[src/design/assert_macros.svh]
// assertion macros shared by the design files
`ifndef ASSERT_MACROS_SVH
`define ASSERT_MACROS_SVH

`ifndef SYNTH

// same-cycle implication, checked at every rising edge out of reset
`define ASSERT_IMPLIES(label, clk, rst_n, cond, expr) \
	label: assert property (@(posedge clk) disable iff (!rst_n) (cond) |-> (expr)) \
		else $error("assertion failed");

// next-cycle implication
`define ASSERT_NEXT(label, clk, rst_n, cond, expr) \
	label: assert property (@(posedge clk) disable iff (!rst_n) (cond) |=> (expr)) \
		else $error("assertion failed");

`else

`define ASSERT_IMPLIES(label, clk, rst_n, cond, expr)
`define ASSERT_NEXT(label, clk, rst_n, cond, expr)

`endif

`endif

[src/design/tjs_pkg.sv]
// types and constants of the top two jet selector
package tjs_pkg;

	localparam int MAX_JETS_DEF = 64;
	localparam int NUM_CELLS = 2;

	localparam int MOM_W = 16;
	localparam int RAP_W = 11;
	localparam int ABS_RAP_W = 10;
	localparam int MASS_W = 16;
	localparam int QUAL_W = 3;
	localparam int OUT_IDX_W = 7;
	localparam int CFG_IDX_W = 2;
	localparam int CFG_DATA_W = 16;

	localparam logic signed [OUT_IDX_W-1:0] IDX_NONE = -7'sd1;

	localparam logic [MOM_W-1:0] MIN_MOMENTUM_RST = 16'd200;
	localparam logic [ABS_RAP_W-1:0] MAX_ABS_RAPIDITY_RST = 10'd250;
	localparam logic [QUAL_W-1:0] QUALITY_MASK_RST = 3'd2;

	typedef enum logic [CFG_IDX_W-1:0] {
		REG_MIN_MOMENTUM = 2'd0,
		REG_MAX_ABS_RAPIDITY = 2'd1,
		REG_QUALITY_MASK = 2'd2
	} cfg_reg_t;

	typedef struct packed {
		logic [MOM_W-1:0] min_momentum;
		logic [ABS_RAP_W-1:0] max_abs_rapidity;
		logic [QUAL_W-1:0] quality_mask;
	} cfg_t;

	// one kept jet
	typedef struct packed {
		logic valid;
		logic [MOM_W-1:0] mom;
		logic [MASS_W-1:0] mass;
	} entry_t;

	// jet handed from one cell to the next; force marks a displaced entry
	typedef struct packed {
		logic valid;
		logic force_take;
		logic [MOM_W-1:0] mom;
		logic [MASS_W-1:0] mass;
	} cand_t;

endpackage

[src/design/tjs_if.sv]
// channel interfaces: jet input, index pair output, register writes
interface tjs_jet_if;
	import tjs_pkg::*;
	logic valid;
	logic ready;
	logic [MOM_W-1:0] jet_momentum;
	logic signed [RAP_W-1:0] jet_rapidity;
	logic [MASS_W-1:0] jet_mass;
	logic [QUAL_W-1:0] jet_quality;
	logic event_last;
	modport source (output valid, jet_momentum, jet_rapidity, jet_mass, jet_quality,
		event_last, input ready);
	modport sink (input valid, jet_momentum, jet_rapidity, jet_mass, jet_quality,
		event_last, output ready);
endinterface

interface tjs_pair_if;
	import tjs_pkg::*;
	logic valid;
	logic ready;
	logic signed [OUT_IDX_W-1:0] heavier_index;
	logic signed [OUT_IDX_W-1:0] lighter_index;
	modport source (output valid, heavier_index, lighter_index, input ready);
	modport sink (input valid, heavier_index, lighter_index, output ready);
endinterface

interface tjs_cfg_if;
	import tjs_pkg::*;
	logic valid;
	logic ready;
	logic [CFG_IDX_W-1:0] index;
	logic [CFG_DATA_W-1:0] data;
	modport source (output valid, index, data, input ready);
	modport sink (input valid, index, data, output ready);
endinterface

[src/design/qualified_top_two_jet_select.sv]
// Top two jet selector. Takes one jet per clock cycle, back to back, and keeps the two
// qualified jets of highest momentum in a row of two insertion cells that compare and
// shift in the same cycle the jet is accepted. In the cycle after the jet flagged last is
// accepted, the index pair sits in the output register (heavier mass first, -1 for none)
// and the cells start the next event empty. A jet is taken every cycle unless a finished
// pair still waits in the output register while the sink is not ready. Jets at position
// MAX_JETS and beyond are ignored, though their last flag still ends the event.
`include "assert_macros.svh"

module qualified_top_two_jet_select import tjs_pkg::*; #(
	parameter int MAX_JETS = MAX_JETS_DEF
) (
	input logic clk,
	input logic arst_n,
	tjs_cfg_if.sink cfg,
	tjs_jet_if.sink jet,
	tjs_pair_if.source pair
);

	localparam int IDX_W = $clog2(MAX_JETS);
	localparam int CNT_W = $clog2(MAX_JETS + 1);

	cfg_t regs;
	logic [CNT_W-1:0] count_q;
	logic accept;
	logic clear;
	logic full;
	logic qualified;
	logic [RAP_W-1:0] abs_rap;

	cand_t chain_c [NUM_CELLS+1];
	logic [IDX_W-1:0] chain_idx [NUM_CELLS+1];
	entry_t upd [NUM_CELLS];
	logic [IDX_W-1:0] upd_idx [NUM_CELLS];

	logic pair_valid_q;
	logic signed [OUT_IDX_W-1:0] heavier_q;
	logic signed [OUT_IDX_W-1:0] lighter_q;
	logic signed [OUT_IDX_W-1:0] lead_field;
	logic signed [OUT_IDX_W-1:0] second_field;
	logic swap;

	tjs_cfg_regs u_cfg (
		.clk(clk),
		.arst_n(arst_n),
		.cfg(cfg),
		.regs(regs)
	);

	assign jet.ready = !pair_valid_q || pair.ready;
	assign accept = jet.valid && jet.ready;
	assign clear = accept && jet.event_last;
	assign full = (count_q == CNT_W'(MAX_JETS));

	// most negative code has magnitude 1024 and never passes the limit
	assign abs_rap = jet.jet_rapidity[RAP_W-1] ? RAP_W'(-jet.jet_rapidity)
		: RAP_W'(jet.jet_rapidity);
	assign qualified = (jet.jet_momentum > regs.min_momentum)
		&& (abs_rap < {1'b0, regs.max_abs_rapidity})
		&& ((jet.jet_quality & regs.quality_mask) == regs.quality_mask);

	assign chain_c[0].valid = accept && !full && qualified;
	assign chain_c[0].force_take = 1'b0;
	assign chain_c[0].mom = jet.jet_momentum;
	assign chain_c[0].mass = jet.jet_mass;
	assign chain_idx[0] = count_q[IDX_W-1:0];

	for (genvar i = 0; i < NUM_CELLS; i++) begin : g_cell
		tjs_cell #(.IDX_W(IDX_W)) u_cell (
			.clk(clk),
			.arst_n(arst_n),
			.advance(accept),
			.clear(clear),
			.in_c(chain_c[i]),
			.in_idx(chain_idx[i]),
			.out_c(chain_c[i+1]),
			.out_idx(chain_idx[i+1]),
			.upd(upd[i]),
			.upd_idx(upd_idx[i])
		);
	end

	always_ff @(posedge clk or negedge arst_n) begin
		if (!arst_n) begin
			count_q <= '0;
		end else if (accept) begin
			if (jet.event_last) begin
				count_q <= '0;
			end else if (!full) begin
				count_q <= count_q + 1'b1;
			end
		end
	end

	// pair is built from the cells' contents including the last jet
	assign lead_field = upd[0].valid ? OUT_IDX_W'(upd_idx[0]) : IDX_NONE;
	assign second_field = upd[1].valid ? OUT_IDX_W'(upd_idx[1]) : IDX_NONE;
	assign swap = upd[0].valid && upd[1].valid && (upd[1].mass > upd[0].mass);

	always_ff @(posedge clk or negedge arst_n) begin
		if (!arst_n) begin
			pair_valid_q <= 1'b0;
		end else if (clear) begin
			pair_valid_q <= 1'b1;
		end else if (pair.ready) begin
			pair_valid_q <= 1'b0;
		end
	end

	always_ff @(posedge clk) begin
		if (clear) begin
			heavier_q <= swap ? second_field : lead_field;
			lighter_q <= swap ? lead_field : second_field;
		end
	end

	assign pair.valid = pair_valid_q;
	assign pair.heavier_index = heavier_q;
	assign pair.lighter_index = lighter_q;

	`ASSERT_NEXT(a_last_gives_pair, clk, arst_n, clear, pair_valid_q)
	`ASSERT_IMPLIES(a_none_first, clk, arst_n, pair_valid_q && heavier_q == IDX_NONE,
		lighter_q == IDX_NONE)
	`ASSERT_IMPLIES(a_pair_distinct, clk, arst_n, pair_valid_q && heavier_q != IDX_NONE,
		heavier_q != lighter_q)
	`ASSERT_IMPLIES(a_dropped_not_larger, clk, arst_n, chain_c[NUM_CELLS].valid,
		upd[NUM_CELLS-1].valid && chain_c[NUM_CELLS].mom <= upd[NUM_CELLS-1].mom)
	`ASSERT_IMPLIES(a_dropped_not_kept, clk, arst_n, chain_c[NUM_CELLS].valid,
		chain_idx[NUM_CELLS] != upd_idx[NUM_CELLS-1])

endmodule

[src/design/tjs_cfg_regs.sv]
// configuration registers of the jet selector
module tjs_cfg_regs import tjs_pkg::*; (
	input logic clk,
	input logic arst_n,
	tjs_cfg_if.sink cfg,
	output cfg_t regs
);

	cfg_t regs_q;

	assign cfg.ready = 1'b1;
	assign regs = regs_q;

	always_ff @(posedge clk or negedge arst_n) begin
		if (!arst_n) begin
			regs_q.min_momentum <= MIN_MOMENTUM_RST;
			regs_q.max_abs_rapidity <= MAX_ABS_RAPIDITY_RST;
			regs_q.quality_mask <= QUALITY_MASK_RST;
		end else if (cfg.valid && cfg.ready) begin
			unique case (cfg.index)
				REG_MIN_MOMENTUM: regs_q.min_momentum <= cfg.data;
				REG_MAX_ABS_RAPIDITY: regs_q.max_abs_rapidity <= cfg.data[ABS_RAP_W-1:0];
				REG_QUALITY_MASK: regs_q.quality_mask <= cfg.data[QUAL_W-1:0];
				default: ;
			endcase
		end
	end

endmodule

[src/design/tjs_cell.sv]
// one insertion cell: holds a kept jet, passes the smaller one downstream
`include "assert_macros.svh"

module tjs_cell import tjs_pkg::*; #(
	parameter int IDX_W = $clog2(MAX_JETS_DEF)
) (
	input logic clk,
	input logic arst_n,
	input logic advance,
	input logic clear,
	input cand_t in_c,
	input logic [IDX_W-1:0] in_idx,
	output cand_t out_c,
	output logic [IDX_W-1:0] out_idx,
	output entry_t upd,
	output logic [IDX_W-1:0] upd_idx
);

	entry_t held_q;
	logic [IDX_W-1:0] idx_q;
	logic take;

	// strict greater keeps the earlier jet on a tie
	assign take = in_c.valid && (!held_q.valid || in_c.force_take || in_c.mom > held_q.mom);

	always_comb begin
		if (take) begin
			upd.valid = 1'b1;
			upd.mom = in_c.mom;
			upd.mass = in_c.mass;
			upd_idx = in_idx;
			out_c.valid = held_q.valid;
			out_c.force_take = held_q.valid;
			out_c.mom = held_q.mom;
			out_c.mass = held_q.mass;
			out_idx = idx_q;
		end else begin
			upd = held_q;
			upd_idx = idx_q;
			out_c = in_c;
			out_c.force_take = 1'b0;
			out_idx = in_idx;
		end
	end

	always_ff @(posedge clk or negedge arst_n) begin
		if (!arst_n) begin
			held_q <= '0;
		end else if (advance) begin
			held_q <= clear ? entry_t'('0) : upd;
		end
	end

	always_ff @(posedge clk) begin
		if (advance) begin
			idx_q <= upd_idx;
		end
	end

	`ASSERT_IMPLIES(a_force_has_jet, clk, arst_n, in_c.force_take, in_c.valid)
	`ASSERT_IMPLIES(a_pass_not_larger, clk, arst_n, out_c.valid && upd.valid,
		out_c.mom <= upd.mom)
	`ASSERT_NEXT(a_mom_never_drops, clk, arst_n, advance && !clear && held_q.valid,
		held_q.valid && held_q.mom >= $past(held_q.mom))

endmodule

[src/flat_wrapper.sv]
// flat-port wrapper written by rule: the top's interface ports become plain ports
module qualified_top_two_jet_select_flat import tjs_pkg::*;
#(
	parameter int MAX_JETS = MAX_JETS_DEF
)
  (clk, arst_n, cfg_valid, cfg_index, cfg_data, cfg_ready, jet_valid, jet_jet_momentum, jet_jet_rapidity, jet_jet_mass, jet_jet_quality, jet_event_last, jet_ready, pair_valid, pair_heavier_index, pair_lighter_index, pair_ready);
  tjs_cfg_if cfg_i ();
  tjs_jet_if jet_i ();
  tjs_pair_if pair_i ();
  input logic clk;
  input logic arst_n;
  input wire logic [$bits(cfg_i.valid)-1:0] cfg_valid;
  input wire logic [$bits(cfg_i.index)-1:0] cfg_index;
  input wire logic [$bits(cfg_i.data)-1:0] cfg_data;
  output wire logic [$bits(cfg_i.ready)-1:0] cfg_ready;
  input wire logic [$bits(jet_i.valid)-1:0] jet_valid;
  input wire logic [$bits(jet_i.jet_momentum)-1:0] jet_jet_momentum;
  input wire logic [$bits(jet_i.jet_rapidity)-1:0] jet_jet_rapidity;
  input wire logic [$bits(jet_i.jet_mass)-1:0] jet_jet_mass;
  input wire logic [$bits(jet_i.jet_quality)-1:0] jet_jet_quality;
  input wire logic [$bits(jet_i.event_last)-1:0] jet_event_last;
  output wire logic [$bits(jet_i.ready)-1:0] jet_ready;
  output wire logic [$bits(pair_i.valid)-1:0] pair_valid;
  output wire logic [$bits(pair_i.heavier_index)-1:0] pair_heavier_index;
  output wire logic [$bits(pair_i.lighter_index)-1:0] pair_lighter_index;
  input wire logic [$bits(pair_i.ready)-1:0] pair_ready;
  assign cfg_i.valid = cfg_valid;
  assign cfg_i.index = cfg_index;
  assign cfg_i.data = cfg_data;
  assign cfg_ready = cfg_i.ready;
  assign jet_i.valid = jet_valid;
  assign jet_i.jet_momentum = jet_jet_momentum;
  assign jet_i.jet_rapidity = jet_jet_rapidity;
  assign jet_i.jet_mass = jet_jet_mass;
  assign jet_i.jet_quality = jet_jet_quality;
  assign jet_i.event_last = jet_event_last;
  assign jet_ready = jet_i.ready;
  assign pair_valid = pair_i.valid;
  assign pair_heavier_index = pair_i.heavier_index;
  assign pair_lighter_index = pair_i.lighter_index;
  assign pair_i.ready = pair_ready;
  qualified_top_two_jet_select #(.MAX_JETS(MAX_JETS)) u_core (.clk(clk), .arst_n(arst_n), .cfg(cfg_i), .jet(jet_i), .pair(pair_i));
endmodule
[config.mk]
export PLATFORM = sky130hd
export DESIGN_NAME = qualified_top_two_jet_select_flat
export DESIGN_NICKNAME = d
export VERILOG_FILES = /design/src/design/tjs_pkg.sv /design/src/design/tjs_if.sv /design/src/design/qualified_top_two_jet_select.sv /design/src/design/tjs_cfg_regs.sv /design/src/design/tjs_cell.sv /design/src/flat_wrapper.sv
export VERILOG_INCLUDE_DIRS = /design/src /design/src/design
export SDC_FILE = /design/constraint.sdc
export NUM_CORES = 1
export LEC_CHECK = 0
export ABC_AREA = 1
export BUFFER_PORTS_ARGS = -buffer_cell sky130_fd_sc_hd__buf_2
export CORE_ASPECT_RATIO = 1.1
export CORE_MARGIN = 10
export CORE_UTILIZATION = 55
export DETAILED_ROUTE_END_ITERATION = 8
export GPL_TIMING_DRIVEN = 0
export PLACE_DENSITY_LB_ADDON = 0.2
export SETUP_SLACK_MARGIN = 0.4
export SYNTH_ARGS = -nofsm -noshare
export SYNTH_HDL_FRONTEND = slang
export SYNTH_SLANG_ARGS = --single-unit
[constraint.sdc]
create_clock -name clk -period 14.79 [get_ports clk]
set_input_delay 1.479 -clock clk [delete_from_list [all_inputs] [get_ports clk]]
set_output_delay 1.479 -clock clk [all_outputs]
set_load 0.005 [all_outputs]
* After elaboration in Yosys (flattened, before gate mapping)
Index checks and enable logic that the tools add are counted.
** Storage, ports and cells
- Register bits :: 129
- Logic and storage cells :: 73
- Bits of input ports :: 70
- Output and inout bits :: 17
** Operators by class
- Reduce and logical (&&, ||, !) cells :: 28
- Muxes and demuxes :: 17
- Bitwise gates (word level) :: 1
- Add/subtract/negate cells :: 2
- Equality and inequality tests :: 5
- Order comparisons :: 5
** Operators with widths (number)
- $mux 33 :: 4
- $gt 16x16->1 :: 4
- $mux 7 :: 6
- $mux 34 :: 1
- $mux 6 :: 3
- $reduce_and 2->1 :: 6
- $lt 11x10->1 :: 1
- $mux 11 :: 1
- $neg 11->11 :: 1
- $logic_and 1x1->1 :: 10
- $add 7x1->7 const B :: 1
- $eq 7x7->1 const B :: 1
- $reduce_bool 2->1 :: 3
- $logic_not 1->1 :: 4
- $logic_or 1x1->1 :: 4
- $and 3x3->3 :: 1
- $eq 3x3->1 :: 1
- $eq 2x1->1 const B :: 1
- $eq 2x2->1 const B :: 1
- $logic_not 2->1 :: 1
- $mux 1 :: 2
- $ne 2x2->1 const B :: 1

* Logic depth before layout (Yosys ltp)
Gate-level depths: netlist (run 1).
- Depth in word-level cells :: 15
- Depth in mapped cells :: 51
- Depth with buffers taken out :: 47

* Modules after synthesis
A second synthesis (run 1) with hierarchy kept.
** Unflattened totals
- Cells, all modules :: 1456
- Area total of the unflattened synthesis :: 10117.2 µm²
** By module, submodules not included
- tjs_cell :: instances 2, sequential area each 1006.0 µm², cells each 481, area an instance 3166.8 µm²
- qualified_top_two_jet_select :: instances 1, sequential area each 620.6 µm², cells each 362, area an instance 2570.0 µm²
- tjs_cfg_regs :: instances 1, sequential area each 738.2 µm², cells each 132, area an instance 1213.7 µm²

* Worst setup path after synthesis (run 1)
No wires, ideal clock.
- Path kind :: input port to flip-flop
- Start :: input port jet_jet_rapidity[1]
- End :: register u_core.heavier_q[0] (netlist: u_core.pair.heavier_index[0]), data pin
- Path slack :: 7929 ps
- Library setup time :: 249 ps
- Path buffers :: 4
- Data arrival time :: 6612 ps
- Data required time :: 14541 ps
- Cell stages on the path :: 48
- Path through :: nor3_1 -> nor3b_1 -> inv_1 -> nor3_1 -> a31oi_1 -> xor2_1 -> ha_1 -> a21oi_1 -> nand3_1 -> nor2_1 -> nand2_1 -> nor2_2 -> nand2_1 -> nor2_4 -> nand2_2 -> buf_6 -> buf_2 -> nand2_1 -> (+12 left out) -> nand3_1 -> o21ai_1 -> inv_1 -> ha_1 -> inv_1 -> nor2_1 -> o21ai_0 -> nand2_1 -> nand2_1 -> nand3_1 -> nand2_1 -> a21oi_1 -> nand2_1 -> inv_2 -> nand2_1 -> nand3_1 -> nand2_1 -> inv_1
** Between the ends
- Longest elaborated chain between the ends :: 15
- Elaborated cells between the ends (all ways) :: 23
- Classes of those cells :: add/sub (1); order compare (3); mux (10); reduce/logical (9)
** Ends and longest elaborated chain
- start: declaration :: RTL line flat_wrapper.sv:18 : input wire logic [$bits(jet_i.jet_rapidity)-1:0] jet_jet_rapidity;
- $neg 11->11 :: RTL line qualified_top_two_jet_select.sv:56 : assign abs_rap = jet.jet_rapidity[RAP_W-1] ? RAP_W'(-jet.jet_rapidity)
- $mux 11 * :: RTL line qualified_top_two_jet_select.sv:56
- $lt 11x10->1 * :: RTL line qualified_top_two_jet_select.sv:59 : && (abs_rap < {1'b0, regs.max_abs_rapidity})
- $logic_and 1x1->1 * :: RTL line qualified_top_two_jet_select.sv:59
- $logic_and 1x1->1 * :: RTL line qualified_top_two_jet_select.sv:60 : && ((jet.jet_quality & regs.quality_mask) == regs.quality_mask);
- $logic_and 1x1->1 * :: RTL line qualified_top_two_jet_select.sv:62 : assign chain_c[0].valid = accept && !full && qualified;
- $logic_and 1x1->1 :: RTL line tjs_cell.sv:24 : assign take = in_c.valid && (!held_q.valid || in_c.force_take || in_c.mom > held_q.mom);
- $mux 34 :: RTL line tjs_cell.sv:27 : if (take) begin
- $gt 16x16->1 or $logic_or 1x1->1 (tied branches) :: RTL line tjs_cell.sv:24
- $logic_or 1x1->1 :: RTL line tjs_cell.sv:24
- $logic_and 1x1->1 :: RTL line tjs_cell.sv:24
- $mux 33 :: RTL line tjs_cell.sv:27
- $gt 16x16->1 or $logic_and 1x1->1 (tied branches) :: RTL line qualified_top_two_jet_select.sv:98 : assign swap = upd[0].valid && upd[1].valid && (upd[1].mass > upd[0].mass);
- $logic_and 1x1->1 :: RTL line qualified_top_two_jet_select.sv:98
- $mux 7 * :: RTL line qualified_top_two_jet_select.sv:112 : heavier_q <= swap ? second_field : lead_field;
- end signal: assignment :: RTL line qualified_top_two_jet_select.sv:112
- end: declaration :: RTL line qualified_top_two_jet_select.sv:37 : logic signed [OUT_IDX_W-1:0] heavier_q;
Every way passes the cells marked *; elsewhere a longest branch is shown, timed or not. The select of a mux whose other input is x is not followed.
A chain may end at the register's enable or synchronous reset.

* Worst setup path after layout (run 1)
- Start :: input port jet_jet_rapidity[1]
- End :: register u_core.heavier_q[2] (netlist: u_core.pair.heavier_index[2]), data pin
The elaborated chain is that of the path after synthesis.

==> summary.txt, run 1 <==
Status
  – Run status: finished, final reports clean

Yosys
  – Netlist cell types: 37
  – Yosys warns: 0
  – Most used DFF post-synth: dfrtp_1
  – Number of synthesized register bits: 129
  – Cell taking the most area after synthesis: dfrtp_1
  – Net Count, Synth: 1166
  – Ranking of synthesized cells by area: dfrtp_1 29%, nand2_1 13%, ha_1 12%
  – Register area share after synthesis: 0.4247
  – Synth top area share: 0.2932
  – Synth Cell Area: 7938 sq um
  – Synth Instances: 1020
  – Count leader, synth: nand2_1
  – Post-synth top cells: 269 x nand2_1, 153 x inv_1, 93 x dfrtp_1
  – EDFF count, synth: 26
  – Ys async rst share: 0.7984
  – Syn avg cell area: 7.782 sq um

GRT
  – First-pass GRT wire length: 31.76 mm
  – GRT met3 Usage: 0.03690
  – Largest net degree at the start of global routing: 64
  – Routing usage on met1: 0.2508
  – GRT overflow: 0
  – Initial antenna violation count: 0
  – Total GRT Usage: 0.1973
  – Vias in the first global route: 6608
  – Met2 Usage GRT: 0.3230
  – Top Usage Layer GRT: met2

STA
  – Setup repair after global routing missed its margin: false
  – Max Clock Freq: 123.8 MHz
  – Setup TNS: 0 ns
  – Relative slew slack: 0.1339
  – Slew @ Worst Pin: 1.299 ns
  – Setup violators final: 0
  – Final Skew: 0.006387 ns
  – Final WS setup: 6.714 ns
  – Final worst-path cycle share: 0.5460
  – Final Hold Viols: 0
  – Fin. max-slew vios: 0
  – Minimum clock period after layout: 8.076 ns

Placement
  – IO Port Bufs: 85
  – GP Congestion: 0.8772
  – Place WS: 6.431 ns
  – Placed cell count: 1294
  – DP HPWL: 14.21 mm

Floorplan
  – Die H: 146.0 um
  – IO Count: 87
  – Die width: 134.5 um
  – Starting density of the core: 0.5685
  – DIE AREA: 19640 sq um
  – FP Rows: 45
  – CORE AREA: 13960 sq um

Clock tree
  – Post-CTS Hold Buffers: 0
  – Total CTS buffers: 17
  – Post-cts sizing count: 0
  – Worst-path clk slew: 0.06 ns
  – Sink Count: 129
  – CTS tree: done
  – Worst skew pair latency: 0.42 ns
  – Maximum clock insertion buffer count: 2
  – CTS H-Tree Depth: 4
  – Post-CTS setup buffer count: 0
  – CTS root buffer: clkbuf_16

Drt
  – Starting DRT DRC Count: 439
  – Pre-antenna DRT Iters: 7
  – Final ANT Viol Nets: 0
  – Post-DR vias/cell: 5.165
  – Vias: 6849
  – Total wire length: 19.08 mm
  – Wire per inst: 14.39 um
  – Residual DRC: 0

Setup path
  – CP Launch Type: input pin
  – CP max FO: 10
  – Req. time, crit path: 14.96 ns
  – WS Path Type: input pin to flop
  – Critical path arrival: 8.25 ns
  – Critical path's slowest cell: ha_1
  – Crit. End Element: flop
  – Critical Path Max Stage Delay: 0.31 ns
  – Most used cell, CP: nand2_1

Cells and area
  – NumNets Final: 1271
  – Register area: 3371 sq um
  – Fillers: 1263
  – Share of post-route cells with drive strength above 1: 0.1415
  – Multi-input gate area: 3801 sq um
  – Area Overhead vs Synth: 16.52%
  – Final non-filler cell total: 1326
  – Ant diodes: 0

Power and ir drop
  – Power Dens Cells: 117.7 nW/um^2
  – Maximum VDD drop: 0.07591 mV
  – Leak: 4.945 nW

Worst hold path
  – Hold crit path type: flop to flop

Job
  – Max-Cap Viols: 0
## logic make-up after synthesis
| family | after synthesis | share of synthesized area |
|---|---|---|
| adder cells (fa/ha/maj) | 76 | 0.1198 |
| XOR/XNOR | 8 | 0.008828 |
| buffers and inverters | 190 | 0.09647 |
| other | 1 | 0.0004724 |
| AND/OR/NAND/NOR | 439 | 0.2265 |
| flip-flops | 129 | 0.4247 |
| multiplexers | 11 | 0.01387 |
| AO/OA/AOI/OAI | 166 | 0.1094 |
## worst max-delay path, delay by kind of cell
| kind | cells | cell delay (ns) |
|---|---|---|
| AOI/OAI and AO/OA | 7 | 0.92 |
| adders and majority gates | 3 | 0.80 |
| and+or+nand+nor | 27 | 3.33 |
| buffers and inverters | 11 | 1.50 |
| xor gates and xnor gates | 1 | 0.16 |
## final cells by class
cell class,instances,share of cell area
inverters,157,0.06372
clock inverters,11,0.01732
plain buffers,33,0.01907
clock buffers,21,0.04978
multi-input cells,701,0.4110
flip-flops and latches,129,0.3644
well taps,188,0.02543
repair buffers,86,0.04924
## power by group
part	switching (W)	internal [W]	leakage (nW)
combinational	0.000148	0.0000844	3.07
clock	0.000152	0.000289	0.303
sequential	0.0000146	0.000401	1.57
total	0.000315	0.000774	4.95
## state kept, by name, summed over array words and instances, names as in the netlist
register,flops
u_core.pair.lighter_index,7
u_core.pair.heavier_index,7
u_core.pair.valid,1
u_core.g_cell.u_cell.idx_q,12
u_core.g_cell.u_cell.held_q,66
u_core.count_q,7
u_core.u_cfg.regs,29
## worst paths after layout
kind	startpoint	cells past startpoint	end	slack (ns)
max in group asynchronous	arst_n	2	u_core.u_cfg.regs[1]	13.01
min reg2reg	u_core.u_cfg.regs[22]	2	u_core.u_cfg.regs[22]	0.49
max reg2reg	u_core.pair.valid	41	u_core.pair.heavier_index[2]	8.16
min in group asynchronous	arst_n	1	u_core.u_cfg.regs[12]	1.05
max	jet_jet_rapidity[1]	49	u_core.pair.heavier_index[2]	6.71
min	u_core.u_cfg.regs[22]	2	u_core.u_cfg.regs[22]	0.49
## cell usage in the layout, fill, tap and decap left out, types with 4 or more instances in the layout
cell,n
a21oi_1,52
buf_2,99
buf_4,4
bufinv_16,4
clkbuf_1,14
clkbuf_16,17
clkinv_2,5
dfrtp_1,93
dfstp_2,10
edfxtp_1,26
ha_1,76
inv_1,153
mux2i_1,11
nand2_1,269
nand3_1,72
nand4_1,5
nor2_1,77
o21ai_0,61
o21ai_1,42
xor2_1,8
## per-stage QoR
step | hold WS (ns) | cell area, sq um | total power, W | utilization
global route | 0.5149 | 9249 | 0.001154 | 0.6624
global placement | 0.4662 | 8598 | 0.0006440 | 0.6158
floorplan | 0.4530 | 7938 | 0.0005812 | -
finish | 0.4880 | 9249 | 0.001089 | 0.6624
CTS | 0.4915 | 9249 | 0.001096 | 0.6624
detailed placement | 0.4772 | 8628 | 0.0006522 | 0.6179
## metal layers
| metal | vias to the layer above | part of all wire | wire [um] |
|---|---|---|---|
| met1 | 3174 | 0.44 | 8430 |
| met4 | 0 | 0.021 | 393 |
| met3 | 29 | 0.043 | 827 |
| li1 | 3485 | - | - |
| met5 | - | 0 | 0 |
| met2 | 161 | 0.49 | 9424 |
Power figures use the tool's default switching activity.
==> run 2, diff against run 1 <==
Settings changed: CORE_UTILIZATION 55 to 54.
Clock period 14.79 ns to 7.4 ns, I/O delays scaled along.
==> summary.txt, run 2 (same netlist as run 1, synthesis figures left out) <==
GRT
  – First-pass GRT wire length: 32.46 mm
  – Initial antenna violation count: 0
  – GRT overflow: 0
  – Largest net degree at the start of global routing: 55
  – Total GRT Usage: 0.1986
  – Vias in the first global route: 6837

Setup path
  – Critical path arrival: 6.69 ns
  – Crit path depth: 46
  – Delay-heaviest family, CP: simple AND/OR/NAND/NOR gates
  – WS Path Type: input pin to flop
  – Crit. End Element: flop
  – Most used cell, CP: nand2_1
  – Worst reg2reg endpoint: u_core.pair.heavier_index[5]
  – Req. time, crit path: 7.58 ns
  – Depth of the worst register-to-register path: 38
  – CP max FO: 10
  – Critical Path Max Stage Delay: 0.31 ns
  – Worst R2R Setup Slack: 1.43 ns
  – Critical path's slowest cell: ha_1
  – Bufs and invs on worst path: 9
  – CP Launch Type: input pin
  – Critical R2R Launch: u_core.pair.valid
  – Critical path capture point: u_core.pair.heavier_index[5]
  – Critical path startpoint: jet_jet_rapidity[1]

Clock tree
  – CTS root buffer: clkbuf_16
  – Worst skew pair latency: 0.42 ns
  – Worst-path clk slew: 0.05 ns
  – Total CTS buffers: 17
  – CTS H-Tree Depth: 4
  – CTS tree: done
  – Sink Count: 129
  – Maximum clock insertion buffer count: 2

Cells and area
  – Share of post-route cells with drive strength above 1: 0.1465
  – Area Overhead vs Synth: 16.58%
  – Commonest non-fill, non-tap cells in the layout: 267 x nand2_1, 153 x inv_1, 97 x buf_2, 93 x dfrtp_1, 76 x ha_1
  – Largest Register: u_core.g_cell.u_cell.held_q
  – NumNets Final: 1274
  – Max reg flops: 66
  – Fillers: 1299
  – Ant diodes: 0
  – Most common cell after layout, fill and taps aside: nand2_1

Floorplan
  – Die width: 135.6 um
  – Die H: 147.2 um
  – FP Rows: 46
  – CORE AREA: 14450 sq um
  – DIE AREA: 19950 sq um
  – IO Count: 87
  – Starting density of the core: 0.5495

Drt
  – Total wire length: 19.21 mm
  – Pre-antenna DRT Iters: 8
  – Residual DRC: 0
  – Final ANT Viol Nets: 0
  – Wire per inst: 14.42 um
  – Vias: 6884
  – Post-DR vias/cell: 5.168
  – Starting DRT DRC Count: 378

STA
  – Final worst-path cycle share: 0.8803
  – Max Clock Freq: 153.5 MHz
  – Setup violators final: 0
  – Slew @ Worst Pin: 1.328 ns
  – Fin. max-slew vios: 0
  – Smallest hold slack: 0.3342 ns
  – Minimum clock period after layout: 6.514 ns
  – Final Hold Viols: 0
  – Setup repair after global routing missed its margin: false
  – Relative slew slack: 0.1146
  – Final Skew: 0.005850 ns

Power and ir drop
  – Power Dens Cells: 226.0 nW/um^2
  – Clk network pwr share: 0.375
  – Seq pwr share: 0.397
  – Gate power share: 0.228
  – Switch share: 0.3007
  – Leak: 4.942 nW
  – Psw: 0.0006288 W
  – Maximum VDD drop: 0.1578 mV
  – Final Power: 0.002091 W
  – Int Pwr: 0.001462 W

Worst hold path
  – Hold crit path type: input pin to asynchronous set/reset pin

Placement
  – GP Congestion: 0.8570
  – DP HPWL: 14.19 mm
  – IO Port Bufs: 85

Status
  – Run status: finished, final reports clean

Job
  – Max-Cap Viols: 0
## run 2: cell types whose count changed in the layout (fill, tap and decap cells not counted), sizes merged
| cell | delta |
|---|---|
| buf | +3 |
| bufinv | -2 |
| clkinv | +2 |
| clkinvlp | -2 |
| clkbuf | +1 |
## run 2: through the flow
| step | TNS [ns] | instance area (sq um) | utilization | std cells | worst slack (ns) |
|---|---|---|---|---|---|
| 4_1_cts | 0 | 9178 | 0.6353 | 1329 | 0.4336 |
| 3_3_place_gp | -0.5162 | 8603 | 0.5955 | 1297 | -0.09945 |
| 5_1_grt | 0 | 9254 | 0.6406 | 1332 | 0.3522 |
| 2_1_floorplan | 0 | 7938 | - | 1020 | 1.278 |
| 6_report | 0 | 9254 | 0.6406 | 1332 | 0.8858 |
| 3_5_place_dp | -1.186 | 8633 | 0.5976 | 1298 | -0.2211 |
## run 2: worst min path at each step
stage / start / end
after floorplan: arst_n / u_core.count_q[0]
after global placement: u_core.u_cfg.regs[15] / u_core.u_cfg.regs[15]
after detailed placement: u_core.u_cfg.regs[5] / u_core.u_cfg.regs[5]
after CTS: arst_n / u_core.u_cfg.regs[11]
after global routing: arst_n / u_core.u_cfg.regs[11]
final: arst_n / u_core.u_cfg.regs[11]
## run 2: worst register-to-register path: cells and delay by family (launching register included)
kind / cells / cell delay [ns]
compound gates: 7 / 1.54
flops: 1 / 0.41
simple gates: 22 / 2.12
fa+ha+maj: 2 / 0.60
buf+inv: 7 / 1.07
## run 2: area by class of cell
class	count	area, sq um	area share
multi-input combinational	701	3847	0.4158
tap	192	240.2	0.02596
clock buffer	22	444.2	0.04800
clock inverter	9	91.34	0.009870
timing repair buffer	89	478.0	0.05165
buffer	33	192.7	0.02082
sequential	129	3371	0.3643
inverter	157	589.3	0.06368
## run 2: layer usage
metal | vias to the layer above | wire length, um | global-route usage | part of all wire
met1 | 3193 | 8457 | 0.2522 | 0.44
met5 | - | 0 | 0 | 0
met4 | 0 | 314 | 0.06034 | 0.016
li1 | 3501 | - | - | -
met3 | 25 | 967 | 0.04229 | 0.050
met2 | 165 | 9471 | 0.3290 | 0.49
## run 2: what timing repair did
item                       in CTS  in global routing
hold buffers                    0                  0
pin swaps                       0                  4
setup buffers                   0                  3
gates resized for setup         3                 16
setup endpoints to repair      11                 12
## run 2: power by group through the flow
| stage | clock (W) | sequential [W] | combinational (W) |
|---|---|---|---|
| floorplan | 0 | 0.000836 | 0.000326 |
| global placement | 0 | 0.000840 | 0.000448 |
| detailed placement | 0 | 0.000842 | 0.000462 |
| CTS | 0.000788 | 0.000830 | 0.000471 |
| global route | 0.000820 | 0.000839 | 0.000554 |
| finish | 0.000783 | 0.000831 | 0.000477 |
==> run 3, diff against run 2 <==
Settings changed: PLACE_DENSITY set to 0.77, PLACE_DENSITY_LB_ADDON 0.2 to not set.
==> summary.txt, run 3 (same netlist as run 1, synthesis figures left out) <==
Cells and area
  – Largest Register: u_core.g_cell.u_cell.held_q
  – Area Overhead vs Synth: 17.09%
  – Fillers: 1225
  – Commonest non-fill, non-tap cells in the layout: 267 x nand2_1, 153 x inv_1, 96 x buf_2, 93 x dfrtp_1, 77 x nor2_1
  – Max reg flops: 66
  – Most common cell after layout, fill and taps aside: nand2_1
  – Ant diodes: 0
  – NumNets Final: 1275
  – Share of post-route cells with drive strength above 1: 0.1480
  – Final non-filler cell total: 1334
  – Final core occ: 0.6433

STA
  – Smallest hold slack: 0.3960 ns
  – Final Skew: 0.008187 ns
  – Final WS setup: 1.048 ns
  – Minimum clock period after layout: 6.352 ns
  – Setup repair after global routing missed its margin: false
  – Relative slew slack: 0.1714
  – Final worst-path cycle share: 0.8584
  – Fin. max-slew vios: 0
  – Final Hold Viols: 0
  – Setup violators final: 0
  – Max Clock Freq: 157.4 MHz
  – Setup TNS: 0 ns
  – Slew @ Worst Pin: 1.243 ns

Floorplan
  – CORE AREA: 14450 sq um
  – DIE AREA: 19950 sq um
  – IO Count: 87
  – Die H: 147.2 um
  – Starting density of the core: 0.5495
  – FP Rows: 46
  – Die width: 135.6 um

GRT
  – Vias in the first global route: 6801
  – GRT overflow: 0
  – Initial antenna violation count: 1
  – Top Usage Layer GRT: met2
  – First-pass GRT wire length: 31.75 mm
  – Largest net degree at the start of global routing: 60
  – Routing usage on met1: 0.2333
  – Total GRT Usage: 0.1947
  – Met2 Usage GRT: 0.3273
  – GRT met3 Usage: 0.04297

Power and ir drop
  – Leak: 4.956 nW
  – Power Dens Cells: 229.7 nW/um^2
  – Maximum VDD drop: 0.1710 mV

Drt
  – Post-DR vias/cell: 5.133
  – Wire per inst: 14.30 um
  – Pre-antenna DRT Iters: 5
  – Final ANT Viol Nets: 0
  – Total wire length: 19.07 mm
  – Residual DRC: 0
  – Starting DRT DRC Count: 394
  – Vias: 6847

Worst hold path
  – Hold crit path type: input pin to asynchronous set/reset pin

Clock tree
  – CTS H-Tree Depth: 4
  – Maximum clock insertion buffer count: 2
  – Total CTS buffers: 17
  – Worst-path clk slew: 0.05 ns
  – CTS root buffer: clkbuf_16
  – Sink Count: 129
  – CTS tree: done
  – Worst skew pair latency: 0.43 ns
  – Post-CTS Hold Buffers: 0

Setup path
  – Most used cell, CP: nand2_1
  – Critical path's slowest cell: ha_1
  – Critical path arrival: 6.54 ns
  – WS Path Type: input pin to flop
  – Crit. End Element: flop
  – Req. time, crit path: 7.58 ns
  – CP Launch Type: input pin
  – Critical Path Max Stage Delay: 0.30 ns
  – CP max FO: 10

Job
  – Max-Cap Viols: 0

Placement
  – DP HPWL: 14.22 mm
  – Place WS: -0.1381 ns
  – Placed cell count: 1298
  – GP Congestion: 0.8786
  – IO Port Bufs: 85

Status
  – Run status: finished, final reports clean
[run 3: worst max-delay path, delay by kind of cell]
kind            cells  cell delay, ns
fa+ha+maj           3            0.78
buf+inv             9            1.25
simple gates       28            2.82
compound gates      5            0.72
xor+xnor            1            0.17
[run 3: path summary, 6_finish.rpt]
check / startpoint / to / slack, ns / cells past startpoint
hold reg to reg: u_core.u_cfg.regs[2] / u_core.u_cfg.regs[2] / 0.49 / 2
setup / recovery: jet_jet_rapidity[1] / u_core.pair.heavier_index[5] / 1.05 / 46
hold / removal: arst_n / u_core.u_cfg.regs[28] / 0.40 / 1
setup reg to reg: u_core.pair.valid / u_core.pair.heavier_index[5] / 1.58 / 38
max in group asynchronous: arst_n / u_core.u_cfg.regs[4] / 6.27 / 2
min in group clk: u_core.u_cfg.regs[2] / u_core.u_cfg.regs[2] / 0.49 / 2
[run 3: timing repair]
| item | 4_1_cts | 5_1_grt |
|---|---|---|
| endpoints found under the setup margin | 6 | 12 |
| buffers inserted | 0 | 4 |
| pin swaps | 0 | 2 |
| resized for setup | 1 | 16 |
| endpoints found under the hold margin | 0 | 0 |
[run 3: layer usage]
metal / share of wire / up-vias
li1: - / 3501
met1: 0.43 / 3137
met2: 0.49 / 171
met3: 0.050 / 36
met4: 0.024 / 2
met5: 0.00037 / -
[run 3: cell type report]
class                           count  area, sq um  share of cell area
Multi-Input combinational cell    701         3845              0.4137
Sequential cell                   129         3371              0.3627
Inverter                          157        589.3             0.06341
Timing Repair Buffer               90        485.5             0.05223
Buffer                             33        191.4             0.02060
Clock inverter                      6        82.58            0.008885
Clock buffer                       26        489.2             0.05264
Tap cell                          192        240.2             0.02585
[run 3: metrics by stage]
stage	total power [W]	cell area, sq um
after floorplan	0.001162	7938
after global placement	0.001284	8603
after detailed placement	0.001303	8633
after CTS	0.002120	9208
after global routing	0.002257	9294
final	0.002135	9294
[run 3: where the power goes]
group / switching (W) / internal (W)
Combinational: 0.000311 / 0.000180
Clock: 0.000293 / 0.000520
Sequential: 0.0000294 / 0.000802
